### src/rtl/core/jmsp_pkg.sv
// Package: phase codes, segment kinds, marker codes and request types for the marker parser.
`default_nettype none
package jmsp_pkg;

  localparam int unsigned QueueDepth = 4;

  localparam logic [7:0] MarkerSoi  = 8'hD8;
  localparam logic [7:0] MarkerEoi  = 8'hD9;
  localparam logic [7:0] MarkerApp0 = 8'hE0;
  localparam logic [7:0] MarkerDqt  = 8'hDB;
  localparam logic [7:0] MarkerSof0 = 8'hC0;
  localparam logic [7:0] MarkerDht  = 8'hC4;
  localparam logic [7:0] MarkerSos  = 8'hDA;
  localparam logic [7:0] LowNibMask  = 8'h0F;
  localparam logic [7:0] HighNibMask = 8'hF0;
  localparam logic [17:0] QuantEntries = 18'd64;
  localparam logic [17:0] HuffCounts   = 18'd16;

  typedef enum logic [2:0] {
    KIND_SOI   = 3'd0,
    KIND_APP0  = 3'd1,
    KIND_DQT   = 3'd2,
    KIND_SOF   = 3'd3,
    KIND_DHT   = 3'd4,
    KIND_SOS   = 3'd5,
    KIND_EOI   = 3'd6,
    KIND_OTHER = 3'd7
  } kind_t;

  typedef enum logic [5:0] {
    PH_M1, PH_M2, PH_LH, PH_LL,
    PH_AFORM, PH_AMAJ, PH_AMIN, PH_ADEN, PH_AXH, PH_AXL, PH_AYH, PH_AYL,
    PH_AXS, PH_AYS, PH_ATHUMB,
    PH_QNO, PH_QTAB,
    PH_FPREC, PH_FHH, PH_FHL, PH_FWH, PH_FWL, PH_FNO, PH_FCOMP,
    PH_HNO, PH_HCNT, PH_HVAL,
    PH_SNO, PH_SCOMP, PH_SREM,
    PH_SKIP, PH_DONE
  } phase_t;

  // One result field set.
  typedef struct packed {
    logic [2:0]  segment_kind;
    logic [3:0]  field_number;
    logic [15:0] field_value;
    logic [17:0] element_index;
  } result_t;

  // Work request from the front to the back: up to two results per byte.
  typedef struct packed {
    logic    two;
    result_t first;
    result_t second;
  } request_t;

  function automatic kind_t kind_of(input logic [7:0] t);
    kind_t k;
    unique case (t)
      MarkerApp0: k = KIND_APP0;
      MarkerDqt:  k = KIND_DQT;
      MarkerSof0: k = KIND_SOF;
      MarkerDht:  k = KIND_DHT;
      MarkerSos:  k = KIND_SOS;
      default:    k = KIND_OTHER;
    endcase
    return k;
  endfunction

endpackage
`default_nettype wire

### src/rtl/core/jmsp_if.sv
// Interfaces: valid/ready byte channel and result channel.
`default_nettype none
interface jmsp_byte_if;
  logic       valid;
  logic       ready;
  logic [7:0] byte_in;
  modport source (output valid, output byte_in, input ready);
  modport sink   (input valid, input byte_in, output ready);
endinterface

interface jmsp_result_if;
  logic        valid;
  logic        ready;
  logic [2:0]  segment_kind;
  logic [3:0]  field_number;
  logic [15:0] field_value;
  logic [17:0] element_index;
  logic        last_of_run;
  modport source (output valid, output segment_kind, output field_number,
                  output field_value, output element_index, output last_of_run,
                  input ready);
  modport sink   (input valid, input segment_kind, input field_number,
                  input field_value, input element_index, input last_of_run,
                  output ready);
endinterface
`default_nettype wire

### src/rtl/core/jpeg_marker_segment_parser.sv
// Top level of the JPEG marker segment parser.
// Takes one byte per cycle while the request queue is not full; a parse state machine
// turns each byte into up to two result items, queued in a 4-entry request queue and
// sent one per cycle while the output is ready. A byte that gives two results holds the
// output for both of them, so input keeps one byte per cycle only when each byte gives at
// most one result. Results appear, at the earliest, in the cycle after their byte is taken.
`default_nettype none
module jpeg_marker_segment_parser #(
  parameter int unsigned QDepth = jmsp_pkg::QueueDepth
) (
  input wire logic clk,
  input wire logic rst_n,
  jmsp_byte_if.sink     in_ch,
  jmsp_result_if.source out_ch
);
  import jmsp_pkg::*;

  logic     req_valid, q_full, q_ne, q_pop;
  request_t req, head;
  result_t  res;

  jmsp_front u_front (
    .clk, .rst_n,
    .byte_valid(in_ch.valid), .byte_data(in_ch.byte_in), .byte_ready(in_ch.ready),
    .req_valid, .req, .q_full
  );

  jmsp_queue #(.Depth(QDepth)) u_queue (
    .clk, .rst_n, .push(req_valid), .push_data(req), .full(q_full),
    .not_empty(q_ne), .head, .pop(q_pop)
  );

  jmsp_back u_back (
    .clk, .rst_n, .q_not_empty(q_ne), .q_head(head), .q_pop,
    .out_valid(out_ch.valid), .out_res(res), .out_last(out_ch.last_of_run),
    .out_ready(out_ch.ready)
  );

  assign out_ch.segment_kind  = res.segment_kind;
  assign out_ch.field_number  = res.field_number;
  assign out_ch.field_value   = res.field_value;
  assign out_ch.element_index = res.element_index;
endmodule
`default_nettype wire

### src/rtl/core/jmsp_front.sv
// Front end: parse FSM, one byte per cycle unless q_full, up to one request each.
`default_nettype none
module jmsp_front (
  input  wire logic              clk,
  input  wire logic              rst_n,
  input  wire logic              byte_valid,
  input  wire logic [7:0]        byte_data,
  output      logic              byte_ready,
  output      logic              req_valid,
  output      jmsp_pkg::request_t req,
  input  wire logic              q_full
);
  import jmsp_pkg::*;

  phase_t      phase_r, phase_nxt;
  logic [7:0]  seg_type_r, seg_type_nxt;
  logic [17:0] count_r, count_nxt;
  logic [7:0]  held_r, held_nxt;
  logic [17:0] total_r, total_nxt;
  logic [7:0]  thumb_w_r, thumb_w_nxt;
  logic        finished_r, finished_nxt;
  // Thumbnail byte total for the APP0 segment: 3*w*h.
  logic [17:0] thumb_total;
  logic [17:0] cnt_inc;
  logic [15:0] word;
  logic [1:0]  comp_mod_r, comp_mod_nxt;
  logic [17:0] comp_idx_r, comp_idx_nxt;
  logic        fire;
  kind_t       k;

  assign byte_ready = !q_full;
  assign fire       = byte_valid && byte_ready;
  assign word       = {held_r, byte_data};
  assign cnt_inc    = count_r + 18'd1;
  assign k          = kind_of(seg_type_r);

  // Form 3*w*h from an 8x8 product plus a shift-add.
  always_comb begin
    logic [15:0] wh;
    wh          = 16'(thumb_w_r) * 16'(byte_data);
    thumb_total = {2'b0, wh} + {1'b0, wh, 1'b0};
  end

  // Compute next parse state.
  always_comb begin
    phase_nxt    = phase_r;
    seg_type_nxt = seg_type_r;
    count_nxt    = count_r;
    held_nxt     = held_r;
    total_nxt    = total_r;
    thumb_w_nxt  = thumb_w_r;
    finished_nxt = finished_r;
    comp_mod_nxt = comp_mod_r;
    comp_idx_nxt = comp_idx_r;
    if (!finished_r) begin
      unique case (phase_r)
        PH_M1: phase_nxt = PH_M2;
        PH_M2: begin
          seg_type_nxt = byte_data;
          if (byte_data == MarkerSoi) begin
            phase_nxt = PH_M1; count_nxt = '0;
          end else if (byte_data == MarkerEoi) begin
            finished_nxt = 1'b1; phase_nxt = PH_DONE;
          end else begin
            phase_nxt = PH_LH;
          end
        end
        PH_LH: begin held_nxt = byte_data; phase_nxt = PH_LL; end
        PH_LL: begin
          count_nxt = '0;
          unique case (k)
            KIND_APP0: phase_nxt = PH_AFORM;
            KIND_DQT:  phase_nxt = PH_QNO;
            KIND_SOF:  phase_nxt = PH_FPREC;
            KIND_DHT:  phase_nxt = PH_HNO;
            KIND_SOS:  phase_nxt = PH_SNO;
            default: begin
              total_nxt = (word >= 16'd2) ? {2'b0, word - 16'd2} : '0;
              phase_nxt = (word > 16'd2) ? PH_SKIP : PH_M1;
            end
          endcase
        end
        PH_AFORM: begin
          count_nxt = cnt_inc;
          if (cnt_inc >= 18'd5) begin count_nxt = '0; phase_nxt = PH_AMAJ; end
        end
        PH_AMAJ: phase_nxt = PH_AMIN;
        PH_AMIN: phase_nxt = PH_ADEN;
        PH_ADEN: phase_nxt = PH_AXH;
        PH_AXH:  begin held_nxt = byte_data; phase_nxt = PH_AXL; end
        PH_AXL:  phase_nxt = PH_AYH;
        PH_AYH:  begin held_nxt = byte_data; phase_nxt = PH_AYL; end
        PH_AYL:  phase_nxt = PH_AXS;
        PH_AXS:  begin thumb_w_nxt = byte_data; phase_nxt = PH_AYS; end
        PH_AYS: begin
          count_nxt = '0; total_nxt = thumb_total;
          phase_nxt = (thumb_total == '0) ? PH_M1 : PH_ATHUMB;
        end
        PH_QNO: begin
          count_nxt = '0;
          total_nxt = ((byte_data & HighNibMask) != 8'd0) ? (QuantEntries << 1)
                                                           : QuantEntries;
          phase_nxt = PH_QTAB;
        end
        PH_FPREC: phase_nxt = PH_FHH;
        PH_FHH:   begin held_nxt = byte_data; phase_nxt = PH_FHL; end
        PH_FHL:   phase_nxt = PH_FWH;
        PH_FWH:   begin held_nxt = byte_data; phase_nxt = PH_FWL; end
        PH_FWL:   phase_nxt = PH_FNO;
        PH_FNO: begin
          count_nxt = '0; comp_mod_nxt = '0; comp_idx_nxt = '0;
          total_nxt = {10'd0, byte_data} + {9'd0, byte_data, 1'b0};
          phase_nxt = (byte_data == 8'd0) ? PH_M1 : PH_FCOMP;
        end
        PH_FCOMP: begin
          count_nxt = cnt_inc;
          if (comp_mod_r == 2'd2) begin
            comp_mod_nxt = '0; comp_idx_nxt = comp_idx_r + 18'd1;
          end else begin
            comp_mod_nxt = comp_mod_r + 2'd1;
          end
          if (cnt_inc >= total_r) begin phase_nxt = PH_M1; count_nxt = '0; end
        end
        PH_HNO: begin count_nxt = '0; total_nxt = '0; phase_nxt = PH_HCNT; end
        PH_HCNT: begin
          total_nxt = total_r + {10'd0, byte_data};
          count_nxt = cnt_inc;
          if (cnt_inc >= HuffCounts) begin
            count_nxt = '0;
            phase_nxt = (total_nxt == '0) ? PH_M1 : PH_HVAL;
          end
        end
        PH_SNO: begin
          count_nxt = '0;
          total_nxt = {9'd0, byte_data, 1'b0};
          phase_nxt = (byte_data == 8'd0) ? PH_SREM : PH_SCOMP;
        end
        PH_SCOMP: begin
          count_nxt = cnt_inc;
          if (cnt_inc >= total_r) begin count_nxt = '0; phase_nxt = PH_SREM; end
        end
        PH_SREM: begin
          count_nxt = cnt_inc;
          if (cnt_inc >= 18'd3) begin count_nxt = '0; phase_nxt = PH_M1; end
        end
        PH_ATHUMB, PH_QTAB, PH_HVAL, PH_SKIP: begin
          count_nxt = cnt_inc;
          if (cnt_inc >= total_r) begin count_nxt = '0; phase_nxt = PH_M1; end
        end
        default: ;
      endcase
    end
  end

  // Build the request for this byte.
  always_comb begin
    logic [15:0] bval, lo, hi;
    bval = {8'd0, byte_data};
    lo   = {8'd0, byte_data & LowNibMask};
    hi   = {12'd0, byte_data[7:4]};
    req_valid = 1'b0;
    req.two   = 1'b0;
    req.first  = '{segment_kind: k, field_number: 4'd0, field_value: bval,
                   element_index: '0};
    req.second = '{segment_kind: k, field_number: 4'd0, field_value: hi,
                   element_index: '0};
    if (!finished_r) begin
      unique case (phase_r)
        PH_M2: begin
          if (byte_data == MarkerSoi) begin
            req_valid = 1'b1; req.first.segment_kind = KIND_SOI;
          end else if (byte_data == MarkerEoi) begin
            req_valid = 1'b1; req.first.segment_kind = KIND_EOI;
          end
        end
        PH_LL: begin
          req_valid = (k != KIND_OTHER); req.first.field_value = word;
        end
        PH_AFORM: begin
          req_valid = 1'b1; req.first.field_number = 4'd1;
          req.first.element_index = count_r;
        end
        PH_AMAJ: begin req_valid = 1'b1; req.first.field_number = 4'd2; end
        PH_AMIN: begin req_valid = 1'b1; req.first.field_number = 4'd3; end
        PH_ADEN: begin req_valid = 1'b1; req.first.field_number = 4'd4; end
        PH_AXL: begin
          req_valid = 1'b1; req.first.field_number = 4'd5; req.first.field_value = word;
        end
        PH_AYL: begin
          req_valid = 1'b1; req.first.field_number = 4'd6; req.first.field_value = word;
        end
        PH_AXS: begin req_valid = 1'b1; req.first.field_number = 4'd7; end
        PH_AYS: begin req_valid = 1'b1; req.first.field_number = 4'd8; end
        PH_ATHUMB: begin
          req_valid = 1'b1; req.first.field_number = 4'd9;
          req.first.element_index = count_r;
        end
        PH_QNO, PH_HNO: begin
          req_valid = 1'b1; req.two = 1'b1;
          req.first.field_number = 4'd1; req.first.field_value = lo;
          req.second.field_number = 4'd2;
        end
        PH_QTAB, PH_HVAL: begin
          req_valid = 1'b1;
          req.first.field_number = (phase_r == PH_QTAB) ? 4'd3 : 4'd4;
          req.first.element_index = count_r;
        end
        PH_FPREC: begin req_valid = 1'b1; req.first.field_number = 4'd1; end
        PH_FHL: begin
          req_valid = 1'b1; req.first.field_number = 4'd2; req.first.field_value = word;
        end
        PH_FWL: begin
          req_valid = 1'b1; req.first.field_number = 4'd3; req.first.field_value = word;
        end
        PH_FNO: begin req_valid = 1'b1; req.first.field_number = 4'd4; end
        PH_FCOMP: begin
          req_valid = 1'b1;
          req.first.field_number = 4'd5 + {2'd0, comp_mod_r};
          req.first.element_index = comp_idx_r;
        end
        PH_HCNT: begin
          req_valid = 1'b1; req.first.field_number = 4'd3;
          req.first.element_index = count_r;
        end
        PH_SNO: begin req_valid = 1'b1; req.first.field_number = 4'd1; end
        PH_SCOMP: begin
          req_valid = 1'b1;
          req.first.element_index  = {1'b0, count_r[17:1]};
          req.second.element_index = {1'b0, count_r[17:1]};
          if (!count_r[0]) begin
            req.first.field_number = 4'd2;
          end else begin
            req.two = 1'b1;
            req.first.field_number = 4'd3; req.first.field_value = lo;
            req.second.field_number = 4'd4;
          end
        end
        PH_SREM: begin
          req_valid = 1'b1; req.first.field_number = 4'd5;
          req.first.element_index = count_r;
        end
        default: ;
      endcase
    end
    req_valid = req_valid && fire;
  end

  // Advance state on each accepted byte.
  always_ff @(posedge clk) begin
    if (!rst_n) begin
      phase_r <= PH_M1; seg_type_r <= '0; count_r <= '0; held_r <= '0;
      total_r <= '0; thumb_w_r <= '0; finished_r <= 1'b0;
      comp_mod_r <= '0; comp_idx_r <= '0;
    end else if (fire) begin
      phase_r <= phase_nxt; seg_type_r <= seg_type_nxt; count_r <= count_nxt;
      held_r <= held_nxt; total_r <= total_nxt; thumb_w_r <= thumb_w_nxt;
      finished_r <= finished_nxt; comp_mod_r <= comp_mod_nxt;
      comp_idx_r <= comp_idx_nxt;
    end
  end
endmodule
`default_nettype wire

### src/rtl/core/jmsp_queue.sv
// Request queue between front and back.
`default_nettype none
module jmsp_queue #(
  parameter int unsigned Depth = jmsp_pkg::QueueDepth
) (
  input  wire logic               clk,
  input  wire logic               rst_n,
  input  wire logic               push,
  input  wire jmsp_pkg::request_t push_data,
  output      logic               full,
  output      logic               not_empty,
  output      jmsp_pkg::request_t head,
  input  wire logic               pop
);
  import jmsp_pkg::*;
  localparam int unsigned Aw = (Depth > 1) ? $clog2(Depth) : 1;

  request_t        mem_r [Depth];
  logic [Aw-1:0]   wp_r, rp_r;
  logic [Aw:0]     cnt_r;

  assign full      = (cnt_r == (Aw+1)'(Depth));
  assign not_empty = (cnt_r != '0);
  assign head      = mem_r[rp_r];

  // Store the pushed request.
  always_ff @(posedge clk) begin
    if (push) mem_r[wp_r] <= push_data;
  end

  // Move pointers and count.
  always_ff @(posedge clk) begin
    if (!rst_n) begin
      wp_r <= '0; rp_r <= '0; cnt_r <= '0;
    end else begin
      if (push) wp_r <= (wp_r == Aw'(Depth - 1)) ? '0 : wp_r + Aw'(1);
      if (pop)  rp_r <= (rp_r == Aw'(Depth - 1)) ? '0 : rp_r + Aw'(1);
      cnt_r <= cnt_r + (Aw+1)'(push) - (Aw+1)'(pop);
    end
  end
endmodule
`default_nettype wire

### src/rtl/core/jmsp_back.sv
// Back end: unpacks each request into one or two result items.
`default_nettype none
module jmsp_back (
  input  wire logic               clk,
  input  wire logic               rst_n,
  input  wire logic               q_not_empty,
  input  wire jmsp_pkg::request_t q_head,
  output      logic               q_pop,
  output      logic               out_valid,
  output      jmsp_pkg::result_t  out_res,
  output      logic               out_last,
  input  wire logic               out_ready
);
  import jmsp_pkg::*;

  logic sel_r;
  logic take;

  assign out_valid = q_not_empty;
  assign out_res   = sel_r ? q_head.second : q_head.first;
  assign out_last  = sel_r || !q_head.two;
  assign take      = out_valid && out_ready;
  assign q_pop     = take && out_last;

  // Step to the second result of a two-result request.
  always_ff @(posedge clk) begin
    if (!rst_n) sel_r <= 1'b0;
    else if (take) sel_r <= !out_last;
  end
endmodule
`default_nettype wire

### src/flat_wrapper.sv
// flat-port wrapper written by rule: the top's interface ports become plain ports
module jpeg_marker_segment_parser_flat import jmsp_pkg::*;
#(
  parameter int unsigned QDepth = jmsp_pkg::QueueDepth
)
  (clk, rst_n, in_ch_valid, in_ch_byte_in, in_ch_ready, out_ch_valid, out_ch_segment_kind, out_ch_field_number, out_ch_field_value, out_ch_element_index, out_ch_last_of_run, out_ch_ready);
  jmsp_byte_if in_ch_i ();
  jmsp_result_if out_ch_i ();
  input wire logic clk;
  input wire logic rst_n;
  input wire logic [$bits(in_ch_i.valid)-1:0] in_ch_valid;
  input wire logic [$bits(in_ch_i.byte_in)-1:0] in_ch_byte_in;
  output wire logic [$bits(in_ch_i.ready)-1:0] in_ch_ready;
  output wire logic [$bits(out_ch_i.valid)-1:0] out_ch_valid;
  output wire logic [$bits(out_ch_i.segment_kind)-1:0] out_ch_segment_kind;
  output wire logic [$bits(out_ch_i.field_number)-1:0] out_ch_field_number;
  output wire logic [$bits(out_ch_i.field_value)-1:0] out_ch_field_value;
  output wire logic [$bits(out_ch_i.element_index)-1:0] out_ch_element_index;
  output wire logic [$bits(out_ch_i.last_of_run)-1:0] out_ch_last_of_run;
  input wire logic [$bits(out_ch_i.ready)-1:0] out_ch_ready;
  assign in_ch_i.valid = in_ch_valid;
  assign in_ch_i.byte_in = in_ch_byte_in;
  assign in_ch_ready = in_ch_i.ready;
  assign out_ch_valid = out_ch_i.valid;
  assign out_ch_segment_kind = out_ch_i.segment_kind;
  assign out_ch_field_number = out_ch_i.field_number;
  assign out_ch_field_value = out_ch_i.field_value;
  assign out_ch_element_index = out_ch_i.element_index;
  assign out_ch_last_of_run = out_ch_i.last_of_run;
  assign out_ch_i.ready = out_ch_ready;
  jpeg_marker_segment_parser #(.QDepth(QDepth)) u_core (.clk(clk), .rst_n(rst_n), .in_ch(in_ch_i), .out_ch(out_ch_i));
endmodule
### config.mk
export PLATFORM = sky130hd
export DESIGN_NAME = jpeg_marker_segment_parser_flat
export DESIGN_NICKNAME = d
export VERILOG_FILES = /design/src/rtl/core/jmsp_pkg.sv /design/src/rtl/core/jmsp_if.sv /design/src/rtl/core/jpeg_marker_segment_parser.sv /design/src/rtl/core/jmsp_front.sv /design/src/rtl/core/jmsp_queue.sv /design/src/rtl/core/jmsp_back.sv /design/src/flat_wrapper.sv
export SDC_FILE = /design/constraint.sdc
export NUM_CORES = 1
export LEC_CHECK = 0
export BUFFER_PORTS_ARGS = -buffer_cell sky130_fd_sc_hd__buf_2
export CELL_PAD_IN_SITES_DETAIL_PLACEMENT = 1
export CELL_PAD_IN_SITES_GLOBAL_PLACEMENT = 2
export CORE_MARGIN = 2
export CORE_UTILIZATION = 35
export CTS_BUF_LIST = sky130_fd_sc_hd__clkbuf_4 sky130_fd_sc_hd__clkbuf_8 sky130_fd_sc_hd__clkbuf_16
export DETAILED_ROUTE_END_ITERATION = 8
export HOLD_SLACK_MARGIN = 0.12
export MAX_ROUTING_LAYER = met4
export PLACE_DENSITY_LB_ADDON = 0.1
export SETUP_SLACK_MARGIN = 0.02
export SLEW_MARGIN = 15
export SYNTH_ARGS = -nofsm -noshare
export SYNTH_HDL_FRONTEND = slang
export SYNTH_SLANG_ARGS = --single-unit
export TNS_END_PERCENT = 30
### constraint.sdc
create_clock -name clk -period 6.39 [get_ports clk]
set_input_delay 0.3195 -clock clk [delete_from_list [all_inputs] [get_ports clk]]
set_output_delay 0.3195 -clock clk [all_outputs]
set_load 0.01 [all_outputs]
# Word-level counts from Yosys, hierarchy flattened
# Memory sizes are Yosys's and may differ from the RTL's. A register that Yosys moved wholly into a read port is not among the register bits.
# Cells that the tools add are included.
# totals
reg_bits,95
latch_bits,0
ram_bits,276
rom_bits,0
input_bits,12
out_inout_bits,44
word_cells,190
mem_count,1
# op_classes
n_addsub,12
n_mul,1
n_div,0
magnitude_cmp,6
eq_ne,55
n_shift,0
n_mux,60
bitwise_logic,1
reduce_logical,41
# mem_list
name,depth,width,read_ports,rd_ports_with_merged_regs,write_ports,line_no,source
u_core.u_queue.mem_r,4,69,1,1,1,jmsp_queue.sv:18,request_t mem_r [Depth];
# op_table
operator,count
one-hot mux 6 bit (27 select lines),1
2-to-1 mux 18 bit,7
one-hot mux 18 bit (7 select lines),1
one-hot mux 18 bit (6 select lines),1
"== test 6 x 5 -> 1 bit, second input constant",15
"== test 8 bit, second input constant",7
one-hot mux 18 bit (3 select lines),1
"== test 6 x 4 -> 1 bit, second input constant",8
one-hot mux 16 bit (3 select lines),1
one-hot mux 4 bit (12 select lines),1
2-to-1 mux 42 bit,1
2-to-1 mux 41 bit,1
"adder 18 x 1 -> 18 bit, second input constant",2
logical NOT 18 bit,2
one-hot mux 18 bit (2 select lines),1
2-to-1 mux 17 bit,2
2-to-1 mux 6 bit,5
nonzero test 27 bit,1
2-to-1 mux 5 bit,5
one-hot mux 5 bit (5 select lines),1
OR reduction 5 bit,5
"== test 6 x 3 -> 1 bit, second input constant",4
OR reduction 22 bit,1
adder 16 x 17 -> 18 bit,1
other kinds (51),101

# Longest topological paths before layout
# Gate-level depths: netlist (run 1).
# logic_depth
depth_word,8
ltp_mapped,27
depth_no_buf,26

# Modules after synthesis
# Synthesis (run 1) repeated with hierarchy kept, for this count alone.
# hier_totals
cells_unflattened,2021
hier_area_um2,24151.9
# modules_own_cells
module,instances,cells_each,area_each_um2,seq_area_each_um2
jmsp_queue,1,476,12430.7,10149.7
jmsp_front,1,1492,10953.0,1721.7
jmsp_back,1,53,768.2,20.0

# Worst setup path before layout (run 1)
# Ideal clock, no wire load.
# synth_path
path_type,input to register
startpoint,input port in_ch_byte_in[7]
endpoint,register u_core.u_front.phase_r[2]
setup_time_ns,0.134
t_arrival_ns,5.990
required_time_ns,6.256
path_slack_ns,0.267
stages,23
n_path_buf,1
cell_sequence,clkbuf_1 > nand2_1 > fa_1 > fa_1 > inv_1 > fa_1 > inv_1 > fa_1 > inv_1 > ha_1 > inv_1 > o22ai_1 > o2111ai_1 > a21boi_0 > o21ai_0 > nand2b_1 > xor2_1 > ha_1 > a21o_1 > a41oi_1 > mux2_2 > nor4_1 > o22ai_1
# synth_via
elab_chain_cells,5
elab_cells_between_ends,14
classes_between,add/sub: 1; mul: 1; order compare: 1; eq/ne: 2; mux: 7; reduce/logical: 2
# synth_rtl
element,line_no,source
from (decl),flat_wrapper.sv:12,input wire logic [$bits(in_ch_i.byte_in)-1:0] in_ch_byte_in;
multiplier 8 x 8 -> 16 bit,jmsp_front.sv:40,wh = 16'(thumb_w_r) * 16'(byte_data);
adder 16 x 17 -> 18 bit,jmsp_front.sv:41,"thumb_total = {2'b0, wh} + {1'b0, wh, 1'b0};"
logical NOT 18 bit,jmsp_front.sv:97,phase_nxt = (thumb_total == '0) ? PH_M1 : PH_ATHUMB;
2-to-1 mux 4 bit,jmsp_front.sv:97,
one-hot mux 6 bit (27 select lines) (*),jmsp_front.sv:56,unique case (phase_r)
to (signal assigned),jmsp_front.sv:255,phase_r <= phase_nxt; seg_type_r <= seg_type_nxt; count_r <= count_nxt;
to (decl),jmsp_front.sv:15,"phase_t phase_r, phase_nxt;"
# Mark *: on every way between the ends. The rest lies on a longest branch, timed or not.
# A chain may end at the register's enable or synchronous reset.

# Worst setup path after layout (run 1)
# layout_path
startpoint,register u_core.u_front.thumb_w_r[1]
endpoint,register u_core.u_front.phase_r[2]
# layout_via
elab_chain_cells,5
# layout_rtl
element,line_no,source
from (decl),jmsp_front.sv:20,"logic [7:0] thumb_w_r, thumb_w_nxt;"
from (signal assigned),jmsp_front.sv:256,held_r <= held_nxt; total_r <= total_nxt; thumb_w_r <= thumb_w_nxt;
multiplier 8 x 8 -> 16 bit,jmsp_front.sv:40,
adder 16 x 17 -> 18 bit,jmsp_front.sv:41,
logical NOT 18 bit,jmsp_front.sv:97,
2-to-1 mux 4 bit,jmsp_front.sv:97,
one-hot mux 6 bit (27 select lines),jmsp_front.sv:56,
# No other way between the ends.

==> out/results.txt, run 1 <==
Status = finished clean
Die Ht = 250.7 microns
Slew @ Worst Pin = 1.042 ns
Gp weighted congestion = 0.8292
Pwr dens = 266.8 nW/um^2
Fillers = 6590
Clk buf depth = 3
Port Buf Inserts = 55
CTS H-tree lvls = 2
Number of global-route vias before repair = 16260
Hold Path Stages = 4
Initial core utilization = 35.35%
Num CTS Buffers = 44
Main flop type after synthesis = edfxtp_1
Vias = 15410
WP data required = 6.81 ns
Startpoint types = flop
Flop-to-flop setup slack = 0.25 ns
Routed len/inst = 22.89 microns
Fraction of power consumed by combinational cells = 19.4%
Reg clk slew, reported paths = 0.06 ns
First DRT Iteration DRCs = 912
Post-synthesis sequential area ratio = 47.37%
Post-synth top area share = 38.35%
Min Hold Slack = 0.1792 ns
Final period util = 96.14%
Area leader, netlist = edfxtp_1
Min Tclk post-route = 6.143 ns
Max IR drop VDD = 176.1 uV
Post-Route WL = 64.57 mm
Drt pass-1 iters = 5
Clock Skews = 0.02997 ns
Final slew viol count = 0
CTS tree = built
Synth Register Bits = 368
Final setup viols = 0
Share of cells above drive strength 1 = 15.79%
R2R depth = 20
N_diodes = 0
Mean Syn Cell Area = 10.91 sq um
Final Hold Vio Count = 0
I/O Pins = 56
Post-route ant nets = 0
DRC violations left = 0
Rows = 90
Initial antenna violation count = 3
Remaining Overflow, GRT = 0
GRT Total Usage = 21.42%
Final instance area = 24270 sq um
Flop pwr share = 42.3%
Sw frac = 29.24%
Post-synth EDFFs = 272
Clock latency on the worst-skew pair = 0.58 ns
Setup TNS = 0 ns
Clock Power Share = 38.3%
Post-synth cell types = 82
Max-Cap Viols = 0
Fmax achieved = 162.8 MHz
First-pass GRT wire length = 100.7 mm
Syn nets = 2120
Post-DP HPWL = 45.63 mm
Final net count = 2175
Core box area = 60250 sq um
WP data arrival = 6.56 ns
Leak = 8.843 nW
Die width = 250.7 microns
Slowest CP cell = fa_1
Largest net degree at the start of global routing = 68
Crit. End Element = flop
Sink Count = 368
Crit Path Max Fanout = 9
Synthesized cell area = 21300 sq um
Hold crit path type = in -> reg
Vias per inst = 5.463
Cell Chain, Critical Path = and2_1 -> fa_1 -> fa_1 -> fa_1 -> inv_1 -> fa_1 -> inv_1 -> ha_1 -> a21o_1 -> a221o_1 -> or2_2 -> o211ai_1 -> buf_4 -> ha_1 -> a21o_1 -> a41oi_2 -> mux2_2 -> nor4_2 -> buf_4 -> o22ai_1
Placed inst area = 22590 sq um
Internal power = 0.004582 W
Rel. slew slack = 30.54%
Synth async-reset ratio = 0%
Die area = 62840 sq um
Area Growth Syn to Fin = 13.95%
Critical path class = reg -> reg
Post-synthesis instance total = 1952
CTS Root Cell = clkbuf_16
Sw Pwr = 0.001893 W
Largest stage delay on the critical path = 0.58 ns
Most area-consuming cells after synthesis = edfxtp_1 (38%), dfxtp_1 (9.0%), mux4_2 (7.2%)
Most used cell, CP = fa_1
Warnings, synthesis = 0
flip-flops by register name (all words and copies together), names as in the netlist, 5 cells and up, named ones only:
signal / cells
u_core.u_queue.mem_r: 272
u_core.u_front.comp_idx_r: 18
u_core.u_front.count_r: 18
u_core.u_front.total_r: 18
u_core.u_front.held_r: 8
u_core.u_front.seg_type_r: 8
u_core.u_front.thumb_w_r: 8
u_core.u_front.phase_r: 5
timing repair:
item                                    CTS  global route
pin swaps                                 4            22
hold buffers                              2             0
buffers inserted                          0             3
endpoints found under the hold margin     2             0
endpoints found under the setup margin    3             4
resized for setup                        14            35
cell families (layout without fill, tap and decap cells):
logic type | Yosys count | after routing | share of synthesized area, %
muxes | 78 | 78 | 7.672
xor gates and xnor gates | 90 | 90 | 3.701
DFF | 368 | 368 | 47.37
adders and majority gates | 156 | 156 | 10.57
and+or+nand+nor | 676 | 676 | 15.39
buffers and inverters | 231 | 318 | 4.188
AOI/OAI and AO/OA | 353 | 353 | 11.10
Yosys cell counts (all sizes together) (20+ instances only):
cell    number
a21o        20
a21oi       99
a22oi       23
and2        88
and3        39
buf         31
clkbuf      80
dfxtp       96
edfxtp     272
fa          40
ha         116
inv        119
mux4        68
nand2      197
nand3       56
nor2       170
nor3        39
o21ai       61
xnor2       56
xor2        34
power groups by stage:
stage | Clock (W) | Sequential (W) | Combinational [W]
floorplan | 0 | 0.00273 | 0.000869
global placement | 0 | 0.00279 | 0.00126
detailed placement | 0 | 0.00280 | 0.00127
CTS | 0.00254 | 0.00275 | 0.00128
global route | 0.00263 | 0.00276 | 0.00139
finish | 0.00248 | 0.00274 | 0.00126
cells in the final DEF, fill, tap and decap left out, types with 8 or more instances in the layout:
cell type	count
o21ai_1	8
and3_1	39
nand4_1	12
a22oi_1	23
nand2b_1	15
xor2_1	33
mux2i_1	8
nand3_1	55
nor2b_1	10
buf_4	63
a31oi_1	16
xnor2_1	54
o21a_1	9
a221oi_1	8
nor2_1	167
a222oi_1	19
nor4_1	11
mux4_2	68
inv_1	116
a21oi_1	97
and2_1	83
o22ai_1	8
o21ai_0	53
clkbuf_16	44
nor3_1	37
o211ai_1	14
edfxtp_1	272
fa_1	39
ha_1	109
or3_1	9
dfxtp_1	89
nand2_1	197
buf_2	55
clkbuf_4	14
a21o_1	19
final cells by class:
cell class / instances / area [sq um] / area share, %
Clock buffer: 60 / 1234 / 5.083
Inverter: 120 / 451.7 / 1.861
Timing Repair Buffer: 120 / 768.2 / 3.165
Sequential cell: 368 / 10110 / 41.66
Multi-Input combinational cell: 1353 / 10540 / 43.42
Tap cell: 782 / 978.4 / 4.031
Clock inverter: 18 / 188.9 / 0.7784
worst paths after layout:
kind / startpoint / end
max: u_core.u_front.thumb_w_r[1]$_SDFFE_PN0P_ / u_core.u_front.phase_r[2]$_SDFFE_PN0P_
min: in_ch_valid / u_core.u_front.finished_r$_SDFFE_PN0P_
max reg2reg: u_core.u_front.thumb_w_r[1]$_SDFFE_PN0P_ / u_core.u_front.phase_r[2]$_SDFFE_PN0P_
min reg2reg: u_core.u_front.seg_type_r[7]$_SDFFE_PN0P_ / u_core.u_front.seg_type_r[7]$_SDFFE_PN0P_
metal layers:
metal  up-vias  GRT usage, %  wire [microns]
met3        68         2.286            1707
met4         0         3.969             913
met2       192         33.17           29430
met1      7907         30.69           32530
li1       7245             -               -
met5         -             -               0
critical path: cells and delay by family, from the launching register on:
family | cells | cell delay (ns)
multiplexers | 1 | 0.37
adder cells (fa/ha/maj) | 6 | 2.67
AO/OA/AOI/OAI | 6 | 1.27
AND/OR/NAND/NOR | 3 | 0.83
buffers and inverters | 4 | 0.46
flip-flops | 1 | 0.37
through the flow:
| stage | util [%] | setup slack (ns) | total power (W) | cells |
|---|---|---|---|---|
| final | 40.29 | 0.2470 | 0.006475 | 2821 |
| after CTS | 39.97 | 0.03315 | 0.006563 | 2818 |
| after global placement | 37.50 | -0.2538 | 0.004051 | 2738 |
| after floorplan | - | 0.2668 | 0.003602 | 1952 |
| after global routing | 40.29 | -0.0007256 | 0.006777 | 2821 |
| after detailed placement | 37.50 | -0.3799 | 0.004064 | 2738 |
Note: power is estimated with default switching activity, not from simulation.
==> run 2: changes to the inputs <==
==> constraint.sdc (replaced) <==
create_clock -name clk -period 6.39 [get_ports clk]
set_input_delay 1.278 -clock clk [delete_from_list [all_inputs] [get_ports clk]]
set_output_delay 1.278 -clock clk [all_outputs]
set_load 0.01 [all_outputs]
==> run 2 against run 1 <==
  * Count of clock-buffer cells in the layout shrank 12
  * Die area is the same
  * Critical path depth up 11
  * Largest cell class unchanged
  * Non-clock buffer count increased by 62
  * Clock power increased by 6%
==> out/results.txt, run 2 (synthesis gave the netlist of run 1 again) <==
Largest net degree at the start of global routing = 69
Leak = 9.236 nW
WP data required = 6.89 ns
Hold Path Stages = 2
WP data arrival = 6.80 ns
Initial antenna violation count = 1
Rel. slew slack = 33.55%
Clock latency on the worst-skew pair = 0.57 ns
Final setup viols = 0
Fmax achieved = 158.7 MHz
Status = finished clean
RSZ-0062 raised after global routing = yes
Max IR drop VDD = 155.2 uV
Die area = 62840 sq um
Die width = 250.7 microns
Finished Layout Cells = 2883
Remaining Overflow, GRT = 0
N_diodes = 0
CTS Root Cell = clkbuf_16
DRC violations left = 0
Slowest CP cell = fa_1
Port Buf Inserts = 55
Num CTS Buffers = 42
Die Ht = 250.7 microns
Post-Route WL = 63.06 mm
Final period util = 98.59%
Number of flip-flops in the largest register = 272
Most used cell, CP = buf_4
Final slew viol count = 0
Max layer used = met4
Commonest non-fill, non-tap cell in the layout = edfxtp_1
Final net count = 2235
Rows = 90
Reg clk slew, reported paths = 0.06 ns
Slew @ Worst Pin = 0.9968 ns
Fillers = 6550
R2R depth = 31
Max-Cap Viols = 0
Clk buf depth = 3
Hold crit path type = reg -> reg
Commonest cells after routing, fill and taps aside = edfxtp_1 (272), nand2_1 (193), nor2_1 (167), buf_4 (126), inv_1 (113)
Largest stage delay on the critical path = 0.52 ns
Crit. End Element = flop
Gp weighted congestion = 0.8354
CTS H-tree lvls = 2
Clock Skews = 0.02503 ns
Final Hold Vio Count = 0
I/O Pins = 56
WL met2 = 29.00 mm
Largest Register = u_core.u_queue.mem_r
Post-layout util = 41.48%
Placed Cells = 2792
Crit Path Max Fanout = 7
First-pass GRT wire length = 99.50 mm
Share of cells above drive strength 1 = 19.04%
Vias = 15600
Min Tclk post-route = 6.300 ns
Critical path class = in -> reg
Sink Count = 368
FF/Latch Area = 10100 sq um
Post-route ant nets = 0
Area Growth Syn to Fin = 17.34%
Core box area = 60250 sq um
M1 WL = 31.04 mm
Drt pass-1 iters = 5
CTS tree = built
Metal3 WL = 1.853 mm
Routed len/inst = 21.87 microns
Number of global-route vias before repair = 16620
Multi-input gate area = 10630 sq um
Min Hold Slack = 0.4577 ns
Pwr dens = 265.9 nW/um^2
Initial core utilization = 35.35%
Vias per inst = 5.410
GRT Total Usage = 21.01%
Post-DP HPWL = 45.17 mm
Startpoint types = input pin
First DRT Iteration DRCs = 887
run 2: cell count changes in the layout (fill, tap and decap cells not counted), sizes merged:
cell         before  now
bufinv            2    9
buf             118  182
clkinv           13   21
dlygate4sd3       2    0
clkbuf           60   48
inv             122  119
run 2: metal layers:
metal,vias up,track usage (%)
li1,7351,-
met1,7940,29.37
met2,235,33.07
met3,70,2.276
met4,0,4.619
met5,-,-
run 2: where the power goes:
| part | internal, W | leakage (nW) | switching [W] | total (W) |
|---|---|---|---|---|
| logic | 0.000494 | 5.57 | 0.000774 | 0.00127 |
| registers | 0.00265 | 2.92 | 0.0000912 | 0.00274 |
| clock network | 0.00162 | 0.754 | 0.00101 | 0.00264 |
run 2: layout make-up:
cell class              instances  area share [%]
flip-flops and latches        368           40.40
inverters                     120           1.807
clock inverters                30           1.712
repair buffers                182           5.197
clock buffers                  48           4.436
well taps                     782           3.915
multi-input cells            1353           42.53
run 2: final timing paths:
check / end / slack [ns] / startpoint
worst max-delay path: u_core.u_front.total_r[9]$_SDFFE_PN0P_ / 0.09 / in_ch_byte_in[3]
worst min-delay path: u_core.u_front.seg_type_r[6]$_SDFFE_PN0P_ / 0.46 / u_core.u_front.seg_type_r[6]$_SDFFE_PN0P_
worst max register to register: u_core.u_front.total_r[9]$_SDFFE_PN0P_ / 0.31 / u_core.u_front.thumb_w_r[3]$_SDFFE_PN0P_
worst min register to register: u_core.u_front.seg_type_r[6]$_SDFFE_PN0P_ / 0.46 / u_core.u_front.seg_type_r[6]$_SDFFE_PN0P_
run 2: repair_timing:
action | CTS | global route
setup endpoints to repair | 3 | 7
setup buffers | 10 | 3
hold buffers | 0 | 0
cloned | 0 | 0
resized for setup | 7 | 30
pin swaps | 6 | 12
run 2: stage by stage:
stage / power, W / setup slack (ns) / area (sq um) / TNS [ns]
5_1_grt: 0.006950 / -0.1718 / 24990 / -0.4785
3_3_place_gp: 0.004053 / -0.5865 / 23200 / -3.533
2_1_floorplan: 0.003610 / -0.08256 / 21520 / -0.2190
4_1_cts: 0.006725 / 0.04024 / 24830 / 0
6_report: 0.006645 / 0.09012 / 24990 / 0
3_5_place_dp: 0.004068 / -0.7634 / 23200 / -4.461
run 2: worst max-delay path, delay by kind of cell:
family / cells / cell delay, ns
compound gates: 7 / 0.88
xor+xnor: 1 / 0.22
fa+ha+maj: 6 / 2.37
buf+inv: 14 / 1.63
simple gates: 3 / 0.43
==> run 3: changes to the inputs <==
--- a/config.mk
+++ b/config.mk
@@ -5,6 +5,7 @@
 export SDC_FILE = /design/constraint.sdc
 export NUM_CORES = 1
 export LEC_CHECK = 0
+export ABC_AREA = 1
 export BUFFER_PORTS_ARGS = -buffer_cell sky130_fd_sc_hd__buf_2
 export CELL_PAD_IN_SITES_DETAIL_PLACEMENT = 1
 export CELL_PAD_IN_SITES_GLOBAL_PLACEMENT = 2
==> run 3 against run 2 <==
  * Via count up 20%
  * Cell area up 3.4%
  * Total power up 4.3%
  * Count of clock-buffer cells in the layout up 7
  * Hold slack better by 0.039 ns
  * Cell count up 26%
  * Die area up 4.0%
  * Combinational power up 45%
  * Sequential power down 1%
  * Sequential cell count unchanged
  * Global-route usage up 3.0 points
  * Critical endpoint is now u_core.u_front.phase_r[3]$_SDFFE_PN0P_
  * Largest cell class unchanged
  * Largest power group unchanged
==> out/results.txt, run 3 <==
Min Tclk post-route = 6.088 ns
Syn nets = 2803
Rel. slew slack = 26.47%
Slew @ Worst Pin = 1.100 ns
CTS tree = built
Initial core utilization = 35.27%
Post-synth EDFFs = 272
End point of the worst hold path = u_core.u_front.count_r[16]$_SDFFE_PN0P_
R2R depth = 31
Reg2Reg Launch Point = u_core.u_front.thumb_w_r[4]$_SDFFE_PN0P_
Post-synth cell types = 64
Drt pass-1 iters = 5
Most area-consuming cells after synthesis = edfxtp_1 (37%), dfxtp_1 (8.7%), nand2_1 (7.3%)
Number of flip-flops in the largest register = 272
Clock latency on the worst-skew pair = 0.57 ns
Die area = 65360 sq um
First-pass GRT wire length = 117.7 mm
Status = finished clean
Leak = 11.03 nW
Fillers = 7465
Warnings, synthesis = 0
Synth async-reset ratio = 0%
Post-route ant nets = 0
I/O Pins = 56
Share of cells above drive strength 1 = 14.95%
Largest Register = u_core.u_queue.mem_r
RSZ-0062 raised after global routing = no
Area Growth Syn to Fin = 16.59%
Max-Cap Viols = 0
Critical path class = in -> reg
Post-DP HPWL = 56.99 mm
CTS Hold Bufs = 0
Number of global-route vias before repair = 19760
Clk buf depth = 3
Commonest non-fill, non-tap cell in the layout = nand2_1
Post-Route WL = 77.32 mm
Post-synth top area share = 36.85%
Count leader, synth = nand2_1
Largest net degree at the start of global routing = 69
Crit Path Max Fanout = 3
Die width = 255.7 microns
Area leader, netlist = edfxtp_1
Min Hold Slack = 0.4972 ns
Final setup viols = 0
Hold Path Stages = 2
Rows = 92
Final instance area = 25840 sq um
Post-layout util = 41.12%
Hold crit path type = reg -> reg
Core box area = 62850 sq um
Vias per inst = 5.156
RR Endpoint = u_core.u_front.phase_r[3]$_SDFFE_PN0P_
Initial antenna violation count = 2
Pwr dens = 268.2 nW/um^2
Clock Skews = 0.02507 ns
Slowest CP cell = fa_1
Gp weighted congestion = 0.8810
Flop-to-flop setup slack = 0.53 ns
Routed len/inst = 21.29 microns
WP data arrival = 6.51 ns
Final period util = 95.27%
Sink Count = 368
Min-delay src = u_core.u_front.count_r[16]$_SDFFE_PN0P_
Reg clk slew, reported paths = 0.07 ns
Final slew viol count = 0
Post-synth top cells = nand2_1 (432), nor2_1 (405), inv_1 (340), edfxtp_1 (272), o21ai_0 (214)
Synthesized cell area = 22170 sq um
Crit. End Element = flop
Commonest cells after routing, fill and taps aside = nand2_1 (415), nor2_1 (394), inv_1 (334), edfxtp_1 (272), o21ai_0 (213)
Main flop type after synthesis = edfxtp_1
Vias = 18720
WP data required = 6.81 ns
Setup TNS = 0 ns
CTS Root Cell = clkbuf_16
Final Hold Vio Count = 0
Die Ht = 255.7 microns
Post-synthesis sequential area ratio = 45.52%
Fmax achieved = 164.3 MHz
Port Buf Inserts = 55
First DRT Iteration DRCs = 1051
Mean Syn Cell Area = 8.409 sq um
Startpoint types = input pin
Setup WS pre-CTS = -0.5779 ns
Final net count = 2920
DRC violations left = 0
Num CTS Buffers = 41
Fin worst setup slack = 0.3020 ns
Post-synthesis instance total = 2636
Placed inst area = 24060 sq um
Largest stage delay on the critical path = 0.53 ns
Max IR drop VDD = 193.2 uV
Remaining Overflow, GRT = 0
CTS H-tree lvls = 2
GRT Total Usage = 24.05%
Synth Register Bits = 368
run 3: cell count changes after synthesis, moves of 38 or more:
cell | previous run | this run
nor2_1 | 169 | 405
nand2_1 | 197 | 432
inv_1 | 119 | 340
o21ai_0 | 56 | 214
and2_1 | 87 | 1
mux4_2 | 68 | 0
nand3_1 | 56 | 106
xnor2_1 | 56 | 7
and3_1 | 39 | 0
o22ai_1 | 9 | 48
a21oi_1 | 99 | 137
run 3: per-stage QoR:
stage,total power [W],cells
5_1_grt,0.007301,3631
4_1_cts,0.007032,3627
3_5_place_dp,0.004614,3554
6_report,0.006931,3631
2_1_floorplan,0.003880,2636
3_3_place_gp,0.004568,3554
run 3: where the power goes:
part / switching, W / leakage [nW] / internal, W / total [W]
Sequential: 0.0000889 / 3.22 / 0.00261 / 0.00270
Clock: 0.000991 / 0.676 / 0.00141 / 0.00240
Combinational: 0.00125 / 7.14 / 0.000584 / 0.00184
run 3: layout make-up:
cell class                      count  area [sq um]  area share [%]
Antenna cell                        2         5.005         0.01937
Multi-Input combinational cell   1810         10740           41.57
Timing Repair Buffer              176          1244           4.813
Inverter                          356          1346           5.210
Clock buffer                       55          1162           4.498
Clock inverter                     18         187.7          0.7263
Sequential cell                   368         10100           39.07
Tap cell                          846          1059           4.096
run 3: what timing repair did:
item                                    CTS  global route
cloned                                    0             0
resized for setup                         1            83
pin swaps                                 0            32
endpoints found under the setup margin    1            12
setup buffers                             0             2
run 3: kinds of logic after synthesis:
group                    synth area share (%)
AND/OR/NAND/NOR                         22.18
AO/OA/AOI/OAI                           12.52
buffers and inverters                   7.982
flip-flops                              45.52
adder cells (fa/ha/maj)                 10.10
XOR/XNOR                                1.688
run 3: worst max path at each step:
stage / start / end / slack [ns] / cells after the start
after global routing: in_ch_byte_in[2] / u_core.u_front.phase_r[2]$_SDFFE_PN0P_ / 0.006 / 33
after floorplan: in_ch_byte_in[4] / u_core.u_front.phase_r[2]$_SDFFE_PN0P_ / 0.03 / 29
after CTS: in_ch_byte_in[7] / u_core.u_front.phase_r[3]$_SDFFE_PN0P_ / 0.03 / 30
final: in_ch_byte_in[7] / u_core.u_front.phase_r[3]$_SDFFE_PN0P_ / 0.30 / 32
after detailed placement: in_ch_byte_in[7] / u_core.u_front.phase_r[3]$_SDFFE_PN0P_ / -0.58 / 30
after global placement: in_ch_byte_in[4] / u_core.u_front.total_r[7]$_SDFFE_PN0P_ / -0.43 / 30
run 3: worst max-delay path: cells and delay by family:
kind / cells / cell delay, ns
xor gates and xnor gates: 1 / 0.16
buffers and inverters: 7 / 0.57
AOI/OAI and AO/OA: 4 / 0.50
adders and majority gates: 6 / 2.56
and+or+nand+nor: 14 / 1.43
run 3: routing by layer:
| metal | global-route usage [%] | vias to the layer above | wire [microns] |
|---|---|---|---|
| li1 | - | 9055 | - |
| met1 | 31.27 | 9330 | 36560 |
| met2 | 39.62 | 259 | 36590 |
| met3 | 3.634 | 78 | 2762 |
| met4 | 5.458 | 0 | 1401 |
| met5 | - | - | 0 |
